### src/hw/rtl/rtnh_pkg.sv
// Shared types and constants for the ray/triangle nearest-hit block.
// Holds payload structs, controller-to-datapath command struct and the
// multiply-accumulate sequence table. No dependencies.
package rtnh_pkg;

  localparam int COORD_WIDTH  = 32;
  localparam int FRAC_BITS    = 16;
  localparam int TRI_ID_WIDTH = 20;

  localparam int T_WIDTH  = COORD_WIDTH - 1;
  localparam int UV_WIDTH = FRAC_BITS + 1;

  // edge / offset width, cross product width, dot product width
  localparam int EW = COORD_WIDTH + 1;
  localparam int XW = 2 * COORD_WIDTH + 2;
  localparam int DW = 3 * COORD_WIDTH + 5;

  // serial multiplier: DIG bits of the narrow operand per cycle
  localparam int MUL_DIG   = 16;
  localparam int MUL_STEPS = (EW + MUL_DIG - 1) / MUL_DIG;
  localparam int AW_PAD    = MUL_STEPS * MUL_DIG;
  localparam int PW        = XW + AW_PAD;
  localparam int MCW       = $clog2(MUL_STEPS + 1);

  // divider
  localparam int QW_MAX = (T_WIDTH > UV_WIDTH) ? T_WIDTH : UV_WIDTH;
  localparam int DVW    = DW + QW_MAX + FRAC_BITS;
  localparam int DCW    = $clog2(QW_MAX + 1);

  // threshold compare width
  localparam int GW = DW + 2 * FRAC_BITS + T_WIDTH;

  localparam int NUM_OPS  = 24;
  localparam int OP_IDX_W = 5;

  localparam int CFG_IDX_W  = 3;
  localparam int CFG_DATA_W = COORD_WIDTH;

  localparam logic [CFG_IDX_W-1:0] REG_ORIGIN_X = 3'd0;
  localparam logic [CFG_IDX_W-1:0] REG_ORIGIN_Y = 3'd1;
  localparam logic [CFG_IDX_W-1:0] REG_ORIGIN_Z = 3'd2;
  localparam logic [CFG_IDX_W-1:0] REG_DIR_X    = 3'd3;
  localparam logic [CFG_IDX_W-1:0] REG_DIR_Y    = 3'd4;
  localparam logic [CFG_IDX_W-1:0] REG_DIR_Z    = 3'd5;
  localparam logic [CFG_IDX_W-1:0] REG_MIN_DIST = 3'd6;
  localparam logic [CFG_IDX_W-1:0] REG_PAR_THR  = 3'd7;

  typedef struct packed {
    logic signed [COORD_WIDTH-1:0] v0_x;
    logic signed [COORD_WIDTH-1:0] v0_y;
    logic signed [COORD_WIDTH-1:0] v0_z;
    logic signed [COORD_WIDTH-1:0] v1_x;
    logic signed [COORD_WIDTH-1:0] v1_y;
    logic signed [COORD_WIDTH-1:0] v1_z;
    logic signed [COORD_WIDTH-1:0] v2_x;
    logic signed [COORD_WIDTH-1:0] v2_y;
    logic signed [COORD_WIDTH-1:0] v2_z;
    logic [TRI_ID_WIDTH-1:0]       tri_id;
    logic                          last_tri;
  } in_item_t;

  typedef struct packed {
    logic                    tri_hit;
    logic [T_WIDTH-1:0]      tri_t;
    logic [UV_WIDTH-1:0]     tri_u;
    logic [UV_WIDTH-1:0]     tri_v;
    logic                    best_found;
    logic [T_WIDTH-1:0]      best_t;
    logic [UV_WIDTH-1:0]     best_u;
    logic [UV_WIDTH-1:0]     best_v;
    logic [TRI_ID_WIDTH-1:0] best_id;
    logic                    ray_done;
  } out_item_t;

  typedef enum logic [3:0] {
    ASEL_E1X, ASEL_E1Y, ASEL_E1Z,
    ASEL_E2X, ASEL_E2Y, ASEL_E2Z,
    ASEL_SX,  ASEL_SY,  ASEL_SZ,
    ASEL_DX,  ASEL_DY,  ASEL_DZ
  } a_sel_t;

  typedef enum logic [3:0] {
    BSEL_DX,  BSEL_DY,  BSEL_DZ,
    BSEL_E1X, BSEL_E1Y, BSEL_E1Z,
    BSEL_PX,  BSEL_PY,  BSEL_PZ,
    BSEL_QX,  BSEL_QY,  BSEL_QZ
  } b_sel_t;

  typedef enum logic [3:0] {
    DST_NONE,
    DST_PX, DST_PY, DST_PZ,
    DST_QX, DST_QY, DST_QZ,
    DST_DET, DST_UN, DST_VN, DST_TN
  } dest_t;

  typedef enum logic [1:0] {
    DIV_T, DIV_U, DIV_V
  } div_sel_t;

  typedef struct packed {
    a_sel_t a;
    b_sel_t b;
    logic   sub;
    logic   first;
    dest_t  dst;
  } mac_op_t;

  typedef struct packed {
    logic     load_item;
    logic     prep;
    logic     mac_load;
    logic     mul_step;
    logic     mac_acc;
    mac_op_t  op;
    logic     chk_prep;
    logic     chk_eval;
    logic     div_start;
    logic     div_step;
    logic     div_save;
    div_sel_t div_sel;
    logic     finish;
  } dp_cmd_t;

  // Multiply-accumulate sequence: P = D x E2, det = E1.P, Q = S x E1,
  // un = S.P, vn = D.Q, tn = E2.Q
  function automatic mac_op_t mac_op(input logic [OP_IDX_W-1:0] idx);
    mac_op_t m;
    unique case (idx)
      5'd0:  m = '{ASEL_E2Z, BSEL_DY,  1'b0, 1'b1, DST_NONE};
      5'd1:  m = '{ASEL_E2Y, BSEL_DZ,  1'b1, 1'b0, DST_PX};
      5'd2:  m = '{ASEL_E2X, BSEL_DZ,  1'b0, 1'b1, DST_NONE};
      5'd3:  m = '{ASEL_E2Z, BSEL_DX,  1'b1, 1'b0, DST_PY};
      5'd4:  m = '{ASEL_E2Y, BSEL_DX,  1'b0, 1'b1, DST_NONE};
      5'd5:  m = '{ASEL_E2X, BSEL_DY,  1'b1, 1'b0, DST_PZ};
      5'd6:  m = '{ASEL_E1X, BSEL_PX,  1'b0, 1'b1, DST_NONE};
      5'd7:  m = '{ASEL_E1Y, BSEL_PY,  1'b0, 1'b0, DST_NONE};
      5'd8:  m = '{ASEL_E1Z, BSEL_PZ,  1'b0, 1'b0, DST_DET};
      5'd9:  m = '{ASEL_SY,  BSEL_E1Z, 1'b0, 1'b1, DST_NONE};
      5'd10: m = '{ASEL_SZ,  BSEL_E1Y, 1'b1, 1'b0, DST_QX};
      5'd11: m = '{ASEL_SZ,  BSEL_E1X, 1'b0, 1'b1, DST_NONE};
      5'd12: m = '{ASEL_SX,  BSEL_E1Z, 1'b1, 1'b0, DST_QY};
      5'd13: m = '{ASEL_SX,  BSEL_E1Y, 1'b0, 1'b1, DST_NONE};
      5'd14: m = '{ASEL_SY,  BSEL_E1X, 1'b1, 1'b0, DST_QZ};
      5'd15: m = '{ASEL_SX,  BSEL_PX,  1'b0, 1'b1, DST_NONE};
      5'd16: m = '{ASEL_SY,  BSEL_PY,  1'b0, 1'b0, DST_NONE};
      5'd17: m = '{ASEL_SZ,  BSEL_PZ,  1'b0, 1'b0, DST_UN};
      5'd18: m = '{ASEL_DX,  BSEL_QX,  1'b0, 1'b1, DST_NONE};
      5'd19: m = '{ASEL_DY,  BSEL_QY,  1'b0, 1'b0, DST_NONE};
      5'd20: m = '{ASEL_DZ,  BSEL_QZ,  1'b0, 1'b0, DST_VN};
      5'd21: m = '{ASEL_E2X, BSEL_QX,  1'b0, 1'b1, DST_NONE};
      5'd22: m = '{ASEL_E2Y, BSEL_QY,  1'b0, 1'b0, DST_NONE};
      5'd23: m = '{ASEL_E2Z, BSEL_QZ,  1'b0, 1'b0, DST_TN};
      default: m = '{ASEL_E1X, BSEL_DX, 1'b0, 1'b1, DST_NONE};
    endcase
    return m;
  endfunction

endpackage

### src/hw/rtl/rtnh_ctrl.sv
// Sequencer for the nearest-hit block: steps the datapath through edge
// prep, the multiply-accumulate program, hit checks and three divisions.
// Depends on rtnh_pkg.
module rtnh_ctrl (
  input  logic              clk,
  input  logic              rst_n,
  input  logic              in_valid,
  output logic              in_ready,
  output logic              out_valid,
  input  logic              out_ready,
  output rtnh_pkg::dp_cmd_t cmd
);
  import rtnh_pkg::*;

  typedef enum logic [3:0] {
    ST_IDLE, ST_PREP, ST_MLOAD, ST_MUL, ST_MACC, ST_CHK_PREP, ST_CHK_EVAL,
    ST_DIV_START, ST_DIV_STEP, ST_DIV_SAVE, ST_DONE
  } state_t;

  state_t                state_r;
  logic [OP_IDX_W-1:0]   op_idx_r;
  logic [MCW-1:0]        mul_cnt_r;
  logic [DCW-1:0]        div_cnt_r;
  div_sel_t              div_sel_r;
  logic                  out_valid_r;
  logic [DCW-1:0]        div_last;
  logic                  can_finish;

  assign div_last   = (div_sel_r == DIV_T) ? DCW'(T_WIDTH - 1) : DCW'(UV_WIDTH - 1);
  assign can_finish = !out_valid_r || out_ready;
  assign in_ready   = (state_r == ST_IDLE);
  assign out_valid  = out_valid_r;

  // Decode commands from state
  always_comb begin
    cmd           = '0;
    cmd.op        = mac_op(op_idx_r);
    cmd.div_sel   = div_sel_r;
    cmd.load_item = (state_r == ST_IDLE) && in_valid;
    cmd.prep      = (state_r == ST_PREP);
    cmd.mac_load  = (state_r == ST_MLOAD);
    cmd.mul_step  = (state_r == ST_MUL);
    cmd.mac_acc   = (state_r == ST_MACC);
    cmd.chk_prep  = (state_r == ST_CHK_PREP);
    cmd.chk_eval  = (state_r == ST_CHK_EVAL);
    cmd.div_start = (state_r == ST_DIV_START);
    cmd.div_step  = (state_r == ST_DIV_STEP);
    cmd.div_save  = (state_r == ST_DIV_SAVE);
    cmd.finish    = (state_r == ST_DONE) && can_finish;
  end

  // Hold state, counters and the result-valid flag
  always_ff @(posedge clk) begin
    if (!rst_n) begin
      state_r     <= ST_IDLE;
      op_idx_r    <= '0;
      mul_cnt_r   <= '0;
      div_cnt_r   <= '0;
      div_sel_r   <= DIV_T;
      out_valid_r <= 1'b0;
    end else begin
      if (out_valid_r && out_ready) out_valid_r <= 1'b0;
      unique case (state_r)
        ST_IDLE: begin
          if (in_valid) state_r <= ST_PREP;
        end
        ST_PREP: begin
          op_idx_r <= '0;
          state_r  <= ST_MLOAD;
        end
        ST_MLOAD: begin
          mul_cnt_r <= '0;
          state_r   <= ST_MUL;
        end
        ST_MUL: begin
          mul_cnt_r <= mul_cnt_r + 1'b1;
          if (mul_cnt_r == MCW'(MUL_STEPS - 1)) state_r <= ST_MACC;
        end
        ST_MACC: begin
          if (op_idx_r == OP_IDX_W'(NUM_OPS - 1)) begin
            state_r <= ST_CHK_PREP;
          end else begin
            op_idx_r <= op_idx_r + 1'b1;
            state_r  <= ST_MLOAD;
          end
        end
        ST_CHK_PREP: state_r <= ST_CHK_EVAL;
        ST_CHK_EVAL: begin
          div_sel_r <= DIV_T;
          state_r   <= ST_DIV_START;
        end
        ST_DIV_START: begin
          div_cnt_r <= '0;
          state_r   <= ST_DIV_STEP;
        end
        ST_DIV_STEP: begin
          div_cnt_r <= div_cnt_r + 1'b1;
          if (div_cnt_r == div_last) state_r <= ST_DIV_SAVE;
        end
        ST_DIV_SAVE: begin
          priority if (div_sel_r == DIV_V) begin
            state_r <= ST_DONE;
          end else if (div_sel_r == DIV_T) begin
            div_sel_r <= DIV_U;
            state_r   <= ST_DIV_START;
          end else begin
            div_sel_r <= DIV_V;
            state_r   <= ST_DIV_START;
          end
        end
        ST_DONE: begin
          if (can_finish) begin
            out_valid_r <= 1'b1;
            state_r     <= ST_IDLE;
          end
        end
        default: state_r <= ST_IDLE;
      endcase
    end
  end

endmodule

### config.mk
export PLATFORM = sky130hd
export DESIGN_NAME = rtnh_ctrl
export DESIGN_NICKNAME = d
export VERILOG_FILES = /design/src/hw/rtl/rtnh_pkg.sv /design/src/hw/rtl/rtnh_ctrl.sv
export SDC_FILE = /design/constraint.sdc
export NUM_CORES = 1
export LEC_CHECK = 0
export ABC_AREA = 1
export BUFFER_PORTS_ARGS = -buffer_cell sky130_fd_sc_hd__clkbuf_2
export CORE_UTILIZATION = 45
export CTS_BUF_LIST = sky130_fd_sc_hd__clkbuf_4 sky130_fd_sc_hd__clkbuf_8
export CTS_CLUSTER_DIAMETER = 100
export DETAILED_ROUTE_END_ITERATION = 7
export PLACE_DENSITY = 0.68
export SLEW_MARGIN = 5
export SYNTH_ARGS = -nofsm -noshare
export SYNTH_HDL_FRONTEND = slang
export SYNTH_SLANG_ARGS = --single-unit
export TNS_END_PERCENT = 20
### constraint.sdc
create_clock -name clk -period 2.5 [get_ports clk]
set_clock_uncertainty 0.15 [all_clocks]
set_input_delay 0.125 -clock clk [delete_from_list [all_inputs] [get_ports clk]]
set_output_delay 0.125 -clock clk [all_outputs]
set_load 0.02 [all_outputs]
==> flow_summary.yaml, run 1 <==
timing:
  period_needed_ns: 2.25
  setup_tns_ns: 0
  min_period_over_period_pct: 89.8
  clock.fmax_mhz: 445
  tightest_slew_ns: 0.478
  relSlewSlack_pct: 68.1
  timing.hold.ws_ns: 0.104
  hold_viol: 0
  finalSetupViolations: 0
  drv_slew: 0
critical_path:
  critPathKind: "reg2reg"
  crit_arrival_ns: 2.28
  crit_chain: "ha_1, nand2_2, inv_1, nand2_2, nand2_4, nand2_1, nand2_2, nor2_4, inv_1, ha_1, nand2_1, nand3_1, nand3_1, nand2_1"
  cpPeakStageDelay_ns: 0.35
  timing.rr.start: "op_idx_r[0]"
  worstRegToRegCells: 14
  critPathCaptureType: "flop"
  r2r_slack_ns: 0.25
  cp_slowest_cell: "dfxtp_2"
  required_ns: 2.54
  cp-start-kind: "flop"
  cp_max_fo: 6
  reg2reg_to: "cmd[16]"
synth:
  synth_seq_cells: 33
  synth_cell_types: 37
  syn_inst: 294
  syn_avg_cell_area_um2: 7.15
  ys_warn_count: 0
  synth_edf_count: 0
  ys_async_sr_fraction_pct: 0
  netlist_area_um2: 2100
  ys_seq_area_share_pct: 31.4
  synth_top_flop_cell: "dfxtp_1"
  synth.net_count: 308
min_path:
  hp-start: "in_valid"
  worstHoldPathType: "in2reg"
  hold_depth: 5
  min_to: "state_r[2]"
floorplanning:
  die_w_um: 70.3
  start_util_pct: 47.6
  dieArea_um2: 4950
  ios: 33
  row_count: 24
  core-area_um2: 4410
  die_h_um: 70.3
detailed_routing:
  ant_nets: 0
  viasPerCell: 5.21
  drc_errors: 0
  drt_first_iter_violations: 104
  num_vias: 2004
  first_pass_iters: 4
  wl_um: 4750
  post_drt_wl_per_cell_um: 12.3
clocking:
  cts-htree-levels: 2
  clk_pin_slew_ns: 0.07
  clock_latency_ns: 0.29
  cts_tree: "done"
  numClockSinks: 33
  cts_buffers: 5
  cts_root_buffer: "clkbuf_8"
  clock_path_buffers: 2
  post-cts-setup-buffers: 0
placement:
  place_area_um2: 2300
  gp_congestion: 0.893
  io_buffers: 32
  dp_hpwl_um: 3560
global_routing:
  grt_pass1_vias: 1801
  grt_remaining_overflow: 0
  grt_pass1_wl_um: 8050
  antenna_found_initial: 0
  grtUsageTotal_pct: 20.3
  grt_start_max_net_pins: 22
layout:
  multi_input_area_um2: 1280
  nNetsFinal: 346
  drive_gt1_share_pct: 27.3
  syn_to_final_growth_pct: 16.5
  final_common_cell: "nand2_1"
  fill_cells: 429
  regArea_um2: 663
  fin_area_um2: 2450
  mostFrequentLayoutCells: "nand2_1 (60), nand3_1 (43), nor2_1 (32), clkbuf_2 (32), dfxtp_1 (31)"
  diodes: 0
status:
  status: "finished clean"
pwr:
  total_power_mw: 2.79
  power_density_nw_per_um2: 1140
  irDropWorstVdd_mv: 0.512
  p_leak_nw: 1.19
run:
  maxCapViolCount: 0
worst max path at each step:
stage	slack [ns]	depth (start not counted)	to	from
after floorplan	0.34	13	cmd[15]	op_idx_r[0]
after global placement	0.20	15	cmd[14]	op_idx_r[0]
after detailed placement	0.12	15	cmd[18]	op_idx_r[0]
after CTS	0.11	15	cmd[14]	op_idx_r[0]
after global routing	-0.002	14	cmd[14]	state_r[3]
final	0.25	14	cmd[16]	op_idx_r[0]
sequential cells by signal, indices dropped and copies added (netlist names):
name,flops
cmd,14
div_cnt_r,5
op_idx_r,5
state_r,4
div_sel_r,2
mul_cnt_r,2
out_valid,1
per-stage QoR:
step	cells	setup WS, ns	utilization (%)
floorplan	294	0.344	-
global placement	375	0.198	52.2
detailed placement	375	0.124	52.2
CTS	385	0.110	55.3
global route	385	-0.00194	55.5
finish	385	0.254	55.5
cell type report:
cell class	instances	area share (%)
sequential	33	27.1
clock buffer	7	3.68
clock inverter	1	1.23
tap	52	2.66
inverter	32	4.90
multi-input combinational	223	52.2
timing repair buffer	37	8.27
timing repair:
action,CTS,global route
hold buffers,2,0
resized for setup,0,4
endpoints found under the setup margin,0,11
hold endpoints to repair,2,0
where the power goes:
| part | switching [mW] | leakage (nW) | total (mW) | internal (mW) |
|---|---|---|---|---|
| clock network | 0.198 | 0.0619 | 0.534 | 0.336 |
| logic | 1.01 | 0.857 | 1.49 | 0.480 |
| registers | 0.0980 | 0.271 | 0.770 | 0.672 |
| total | 1.30 | 1.19 | 2.79 | 1.49 |
worst max-delay path: cells and delay by family (launching register included):
kind | cells | cell delay [ns]
simple gates | 10 | 0.94
fa+ha+maj | 2 | 0.53
flops | 1 | 0.35
buf+inv | 2 | 0.18
Yosys cell counts, types with 2 or more instances:
master   count  area (um^2)
nand2_1     61          229
nand3_1     43          215
dfxtp_1     33          661
nor2_1      33          124
inv_1       25         93.8
ha_1        10          125
nand2_4     10          113
a21oi_1      8         40.0
inv_2        6         22.5
nand3_2      6         60.1
nand4_1      6         37.5
nor3_1       6         30.0
o21ai_0      6         30.0
nand2_2      5         31.3
nor2_2       5         31.3
nor2_4       4         45.0
buf_6        3         33.8
o21ai_1      3         15.0
buf_2        2         10.0
or2_2        2         12.5
kinds of logic (layout without fill, tap and decap cells):
logic type | count (synthesis) | after routing | synth area share [%]
compound gates | 27 | 27 | 8.21
simple gates | 185 | 185 | 46.0
flops | 33 | 33 | 31.4
fa+ha+maj | 10 | 10 | 5.95
buf+inv | 38 | 77 | 7.98
xor+xnor | 1 | 1 | 0.417
routing by layer:
metal | track usage (%) | up-vias | part of all wire [%]
li1 | - | 1041 | -
met1 | 25.4 | 910 | 46
met2 | 33.5 | 44 | 48
met3 | 4.47 | 9 | 4.5
met4 | 8.44 | 0 | 1.6
met5 | 0 | - | 0
No activity file was read; power rests on OpenSTA's default activity.
==> run 2, diff against run 1 <==
--- a/config.mk
+++ b/config.mk
@@ -8,7 +8,6 @@
 export ABC_AREA = 1
 export BUFFER_PORTS_ARGS = -buffer_cell sky130_fd_sc_hd__clkbuf_2
 export CORE_UTILIZATION = 45
-export CTS_BUF_LIST = sky130_fd_sc_hd__clkbuf_4 sky130_fd_sc_hd__clkbuf_8
 export CTS_CLUSTER_DIAMETER = 100
 export DETAILED_ROUTE_END_ITERATION = 7
 export PLACE_DENSITY = 0.68
==> run 2 against run 1 <==
  * Cell count did not move
  * Sequential power barely moved
  * Power is 0.37% lower
  * Flip-flop and latch count stayed put
  * Via count about the same
  * Sequential share of layout area about the same
  * Largest cell class unchanged
  * Setup slack gained 0.0035 ns
  * Maximum frequency grew 0.16%
==> flow_summary.yaml, run 2 (synthesis gave the netlist of run 1 again) <==
timing:
  min_period_over_period_pct: 89.7
  clock.fmax_mhz: 446
  setup_slack_ns: 0.258
  finalSetupViolations: 0
  period_needed_ns: 2.24
  tightest_slew_ns: 0.480
  drv_slew: 0
  relSlewSlack_pct: 67.9
  setup_tns_ns: 0
  timing.hold.ws_ns: 0.104
  hold_viol: 0
critical_path:
  cp_top_family: "simple AND/OR/NAND/NOR gates"
  crit_chain: "ha_1, nand2_2, inv_1, nand2_2, nand2_4, nand2_1, nand2_2, nor2_4, inv_1, ha_1, nand2_1, nand3_1, nand3_1, nand2_1"
  critPathCaptureType: "flop"
  critPathKind: "reg2reg"
  cpPeakStageDelay_ns: 0.35
  required_ns: 2.54
  cp-start-kind: "flop"
  crit_arrival_ns: 2.28
  worst-path-buf-inv: 2
  cp_max_fo: 6
  cp_slowest_cell: "dfxtp_2"
detailed_routing:
  post_drt_wl_per_cell_um: 12.3
  num_vias: 2006
  drc_errors: 0
  ant_nets: 0
  first_pass_iters: 4
  viasPerCell: 5.21
  drt_first_iter_violations: 110
  wl_um: 4730
layout:
  fill_cells: 430
  mostFrequentLayoutCells: "nand2_1 (60), nand3_1 (43), nor2_1 (32), clkbuf_2 (32), dfxtp_1 (31)"
  nNetsFinal: 346
  final_cells: 385
  largest_register_ffs: 14
  syn_to_final_growth_pct: 16.4
  fin_util_pct: 55.4
  fin_area_um2: 2450
  drive_gt1_share_pct: 27.0
  diodes: 0
  final_common_cell: "nand2_1"
clocking:
  clk_pin_slew_ns: 0.07
  clock_latency_ns: 0.29
  cts_buffers: 5
  numClockSinks: 33
  cts_tree: "done"
  clock_path_buffers: 2
  post-cts-setup-buffers: 0
  cts-htree-levels: 2
  cts_root_buffer: "clkbuf_8"
global_routing:
  grt_pass1_vias: 1801
  antenna_found_initial: 0
  grt_remaining_overflow: 0
  grtUsageTotal_pct: 20.3
  grt_start_max_net_pins: 22
  grt_pass1_wl_um: 8050
floorplanning:
  row_count: 24
  core-area_um2: 4410
  dieArea_um2: 4950
  die_h_um: 70.3
  ios: 33
  die_w_um: 70.3
  start_util_pct: 47.6
pwr:
  irDropWorstVdd_mv: 0.514
  p_leak_nw: 1.19
  power_density_nw_per_um2: 1140
  total_power_mw: 2.78
placement:
  dpl.cell_count: 375
  place_ws_ns: 0.124
  dp_hpwl_um: 3560
  place_area_um2: 2300
  gp_congestion: 0.893
  io_buffers: 32
min_path:
  worstHoldPathType: "in2reg"
status:
  status: "finished clean"
run:
  maxCapViolCount: 0
==> run 2: cell count changes in the layout (fill, tap and decap cells not counted) <==
cell	before	now
clkbuf_1	0	1
clkbuf_4	1	0
==> run 2: what timing repair did <==
item                       in CTS  in global routing
hold buffers                    2                  0
hold endpoints to repair        2                  0
setup endpoints to repair       0                 11
gates resized for setup         0                  4
==> run 2: tightest hold or removal path, cell delays in order <==
cell      delay (ns)
clkbuf_2        0.08
inv_1           0.06
nand2_1         0.09
nand3_2         0.11
nor3_1          0.04
==> run 2: final cells by class <==
class	count	area [um^2]	share of cell area (%)
Clock buffer	7	86.3	3.53
Clock inverter	1	30.0	1.23
Inverter	32	120	4.91
Multi-Input combinational cell	223	1280	52.3
Sequential cell	33	663	27.1
Tap cell	52	65.1	2.66
Timing Repair Buffer	37	203	8.29
==> run 2: layer usage <==
layer  global-route usage [%]  vias up  routed length (um)
li1                         -     1040                   -
met1                     25.4      909                2130
met2                     33.5       48                2270
met3                     4.47        9                 252
met4                     8.44        0                  76
met5                        0        -                   0
==> run 2: power breakdown <==
| part | switching (mW) | total [mW] | internal (mW) | leakage (nW) |
|---|---|---|---|---|
| combinational | 1.01 | 1.49 | 0.480 | 0.857 |
| clock | 0.200 | 0.525 | 0.325 | 0.0585 |
| sequential | 0.0983 | 0.770 | 0.672 | 0.271 |
==> run 2: worst paths after layout <==
path                 from           end  slack [ns]  depth (start not counted)
max           op_idx_r[0]       cmd[16]        0.26                         14
min              in_valid    state_r[2]        0.10                          5
max reg2reg   op_idx_r[0]       cmd[16]        0.26                         14
min reg2reg  mul_cnt_r[1]  mul_cnt_r[1]        0.32                          2
==> run 3, diff against run 2 <==
--- a/config.mk
+++ b/config.mk
@@ -7,10 +7,12 @@
 export LEC_CHECK = 0
 export ABC_AREA = 1
 export BUFFER_PORTS_ARGS = -buffer_cell sky130_fd_sc_hd__clkbuf_2
-export CORE_UTILIZATION = 45
+export CELL_PAD_IN_SITES_DETAIL_PLACEMENT = 1
+export CELL_PAD_IN_SITES_GLOBAL_PLACEMENT = 2
+export CORE_UTILIZATION = 32
 export CTS_CLUSTER_DIAMETER = 100
 export DETAILED_ROUTE_END_ITERATION = 7
-export PLACE_DENSITY = 0.68
+export PLACE_DENSITY = 0.82
 export SLEW_MARGIN = 5
 export SYNTH_ARGS = -nofsm -noshare
 export SYNTH_HDL_FRONTEND = slang
==> run 3 against run 2 <==
  * Clock power about the same
  * Via count increased by 0.95%
  * Combinational power hardly changed
  * Die area up 39%
  * Count of clock-buffer cells in the layout did not move
  * Global-route usage fell by 3.0 points
  * Sequential power grew 0.9%
  * Non-clock buffer count fell by 2
  * Register-to-register slack lost 0.07 ns
  * Maximum frequency fell by 2.9%
  * Cell area is 0.51% higher
  * First-iteration DRC count decreased by 55%
==> flow_summary.yaml, run 3 (synthesis gave the netlist of run 1 again) <==
status:
  status: "finished clean"
clocking:
  clock_path_buffers: 2
  numClockSinks: 33
  cts_tree: "done"
  clock_latency_ns: 0.28
  cts-htree-levels: 2
  clk_pin_slew_ns: 0.07
  cts_root_buffer: "clkbuf_8"
  cts_buffers: 5
placement:
  place_area_um2: 2330
  io_buffers: 32
  dpl.cell_count: 400
  place_ws_ns: 0.0632
  dp_hpwl_um: 4510
  gp_congestion: 0.887
critical_path:
  critPathCaptureType: "flop"
  critPathKind: "reg2reg"
  reg2reg_to: "cmd[16]"
  crit_path_start: "op_idx_r[0]"
  worstRegToRegCells: 14
  cp_max_fo: 6
  crit_arrival_ns: 2.33
  required_ns: 2.52
  r2r_slack_ns: 0.19
  timing.rr.start: "op_idx_r[0]"
  cp-start-kind: "flop"
layout:
  mostFrequentLayoutCells: "nand2_1 (59), nand3_1 (43), nor2_1 (32), dfxtp_1 (32), clkbuf_2 (32)"
  fin_area_um2: 2460
  multi_input_area_um2: 1280
  regArea_um2: 662
  fill_cells: 835
  fin_util_pct: 38.7
  drive_gt1_share_pct: 27.2
  largest_register_ffs: 14
  nNetsFinal: 344
  syn_to_final_growth_pct: 17.0
  final_cells: 408
  diodes: 0
  final_common_cell: "nand2_1"
timing:
  clock.fmax_mhz: 433
  setup_slack_ns: 0.190
  finalSetupViolations: 0
  min_period_over_period_pct: 92.4
  tightest_slew_ns: 0.565
  timing.hold.ws_ns: 0.0156
  drv_slew: 0
  relSlewSlack_pct: 62.2
  hold_viol: 0
  period_needed_ns: 2.31
  grt_setup_unrepaired: "false"
  setup_tns_ns: 0
global_routing:
  antenna_found_initial: 0
  grtUsageTotal_pct: 17.4
  grt_pass1_wl_um: 9720
  grt_remaining_overflow: 0
  grt_start_max_net_pins: 21
  grt_pass1_vias: 2041
floorplanning:
  start_util_pct: 33.1
  die_w_um: 83.1
  ios: 33
  row_count: 29
  dieArea_um2: 6900
  core-area_um2: 6350
  die_h_um: 83.1
pwr:
  power_density_nw_per_um2: 1150
  total_power_mw: 2.82
  p_leak_nw: 1.18
  irDropWorstVdd_mv: 0.500
detailed_routing:
  drc_errors: 0
  first_pass_iters: 4
  post_drt_wl_per_cell_um: 14.0
  wl_um: 5730
  num_vias: 2025
  viasPerCell: 4.96
  ant_nets: 0
  drt_first_iter_violations: 49
min_path:
  hp-start: "out_ready"
  min_to: "out_valid"
  hold_depth: 4
  worstHoldPathType: "in2reg"
run:
  maxCapViolCount: 0
-- run 3: changes by cell type in the layout (fill, tap and decap cells not counted), sizes merged --
cell,delta
dlygate4sd3,-2
-- run 3: area by class of cell --
| class | instances | share of cell area [%] |
|---|---|---|
| timing repair buffer | 35 | 7.43 |
| clock inverter | 1 | 1.22 |
| clock buffer | 7 | 3.51 |
| inverter | 32 | 4.89 |
| sequential | 33 | 26.9 |
| multi-input combinational | 223 | 52.1 |
| tap | 77 | 3.92 |
-- run 3: how the worst max path moves through the flow --
stage | slack, ns | to | depth (start not counted)
floorplan | 0.34 | cmd[15] | 13
global placement | 0.14 | cmd[16] | 13
detailed placement | 0.06 | cmd[16] | 13
CTS | 0.04 | cmd[16] | 13
global route | 0.02 | cmd[12] | 13
finish | 0.19 | cmd[16] | 14
-- run 3: what timing repair did --
item / 4_1_cts / 5_1_grt
endpoints found under the setup margin: 0 / 11
resized for setup: 0 / 4
hold buffers: 0 / 0
buffers inserted: 0 / 0
-- run 3: routing by layer --
layer  GRT usage (%)  up-vias  share of wire, %
li1                -     1036                 -
met1            22.9      961                50
met2            29.3       23                47
met3            2.39        5               1.8
met4            5.64        0               1.1
met5               0        -                 0
-- run 3: where the power goes --
| part | switching [mW] | total (mW) | internal [mW] |
|---|---|---|---|
| registers | 0.105 | 0.777 | 0.672 |
| clock network | 0.198 | 0.524 | 0.325 |
| logic | 1.04 | 1.52 | 0.479 |
| total | 1.34 | 2.82 | 1.48 |
-- run 3: worst max-delay path: stages (launching register included) --
cell     delay, ns
dfxtp_2       0.35
ha_1          0.23
nand2_2       0.10
inv_1         0.08
nand2_2       0.10
nand2_4       0.08
nand2_1       0.09
nand2_2       0.07
nor2_4        0.15
inv_1         0.11
ha_1          0.34
nand2_2       0.12
nand3_1       0.08
nand3_1       0.08
nand2_1       0.07
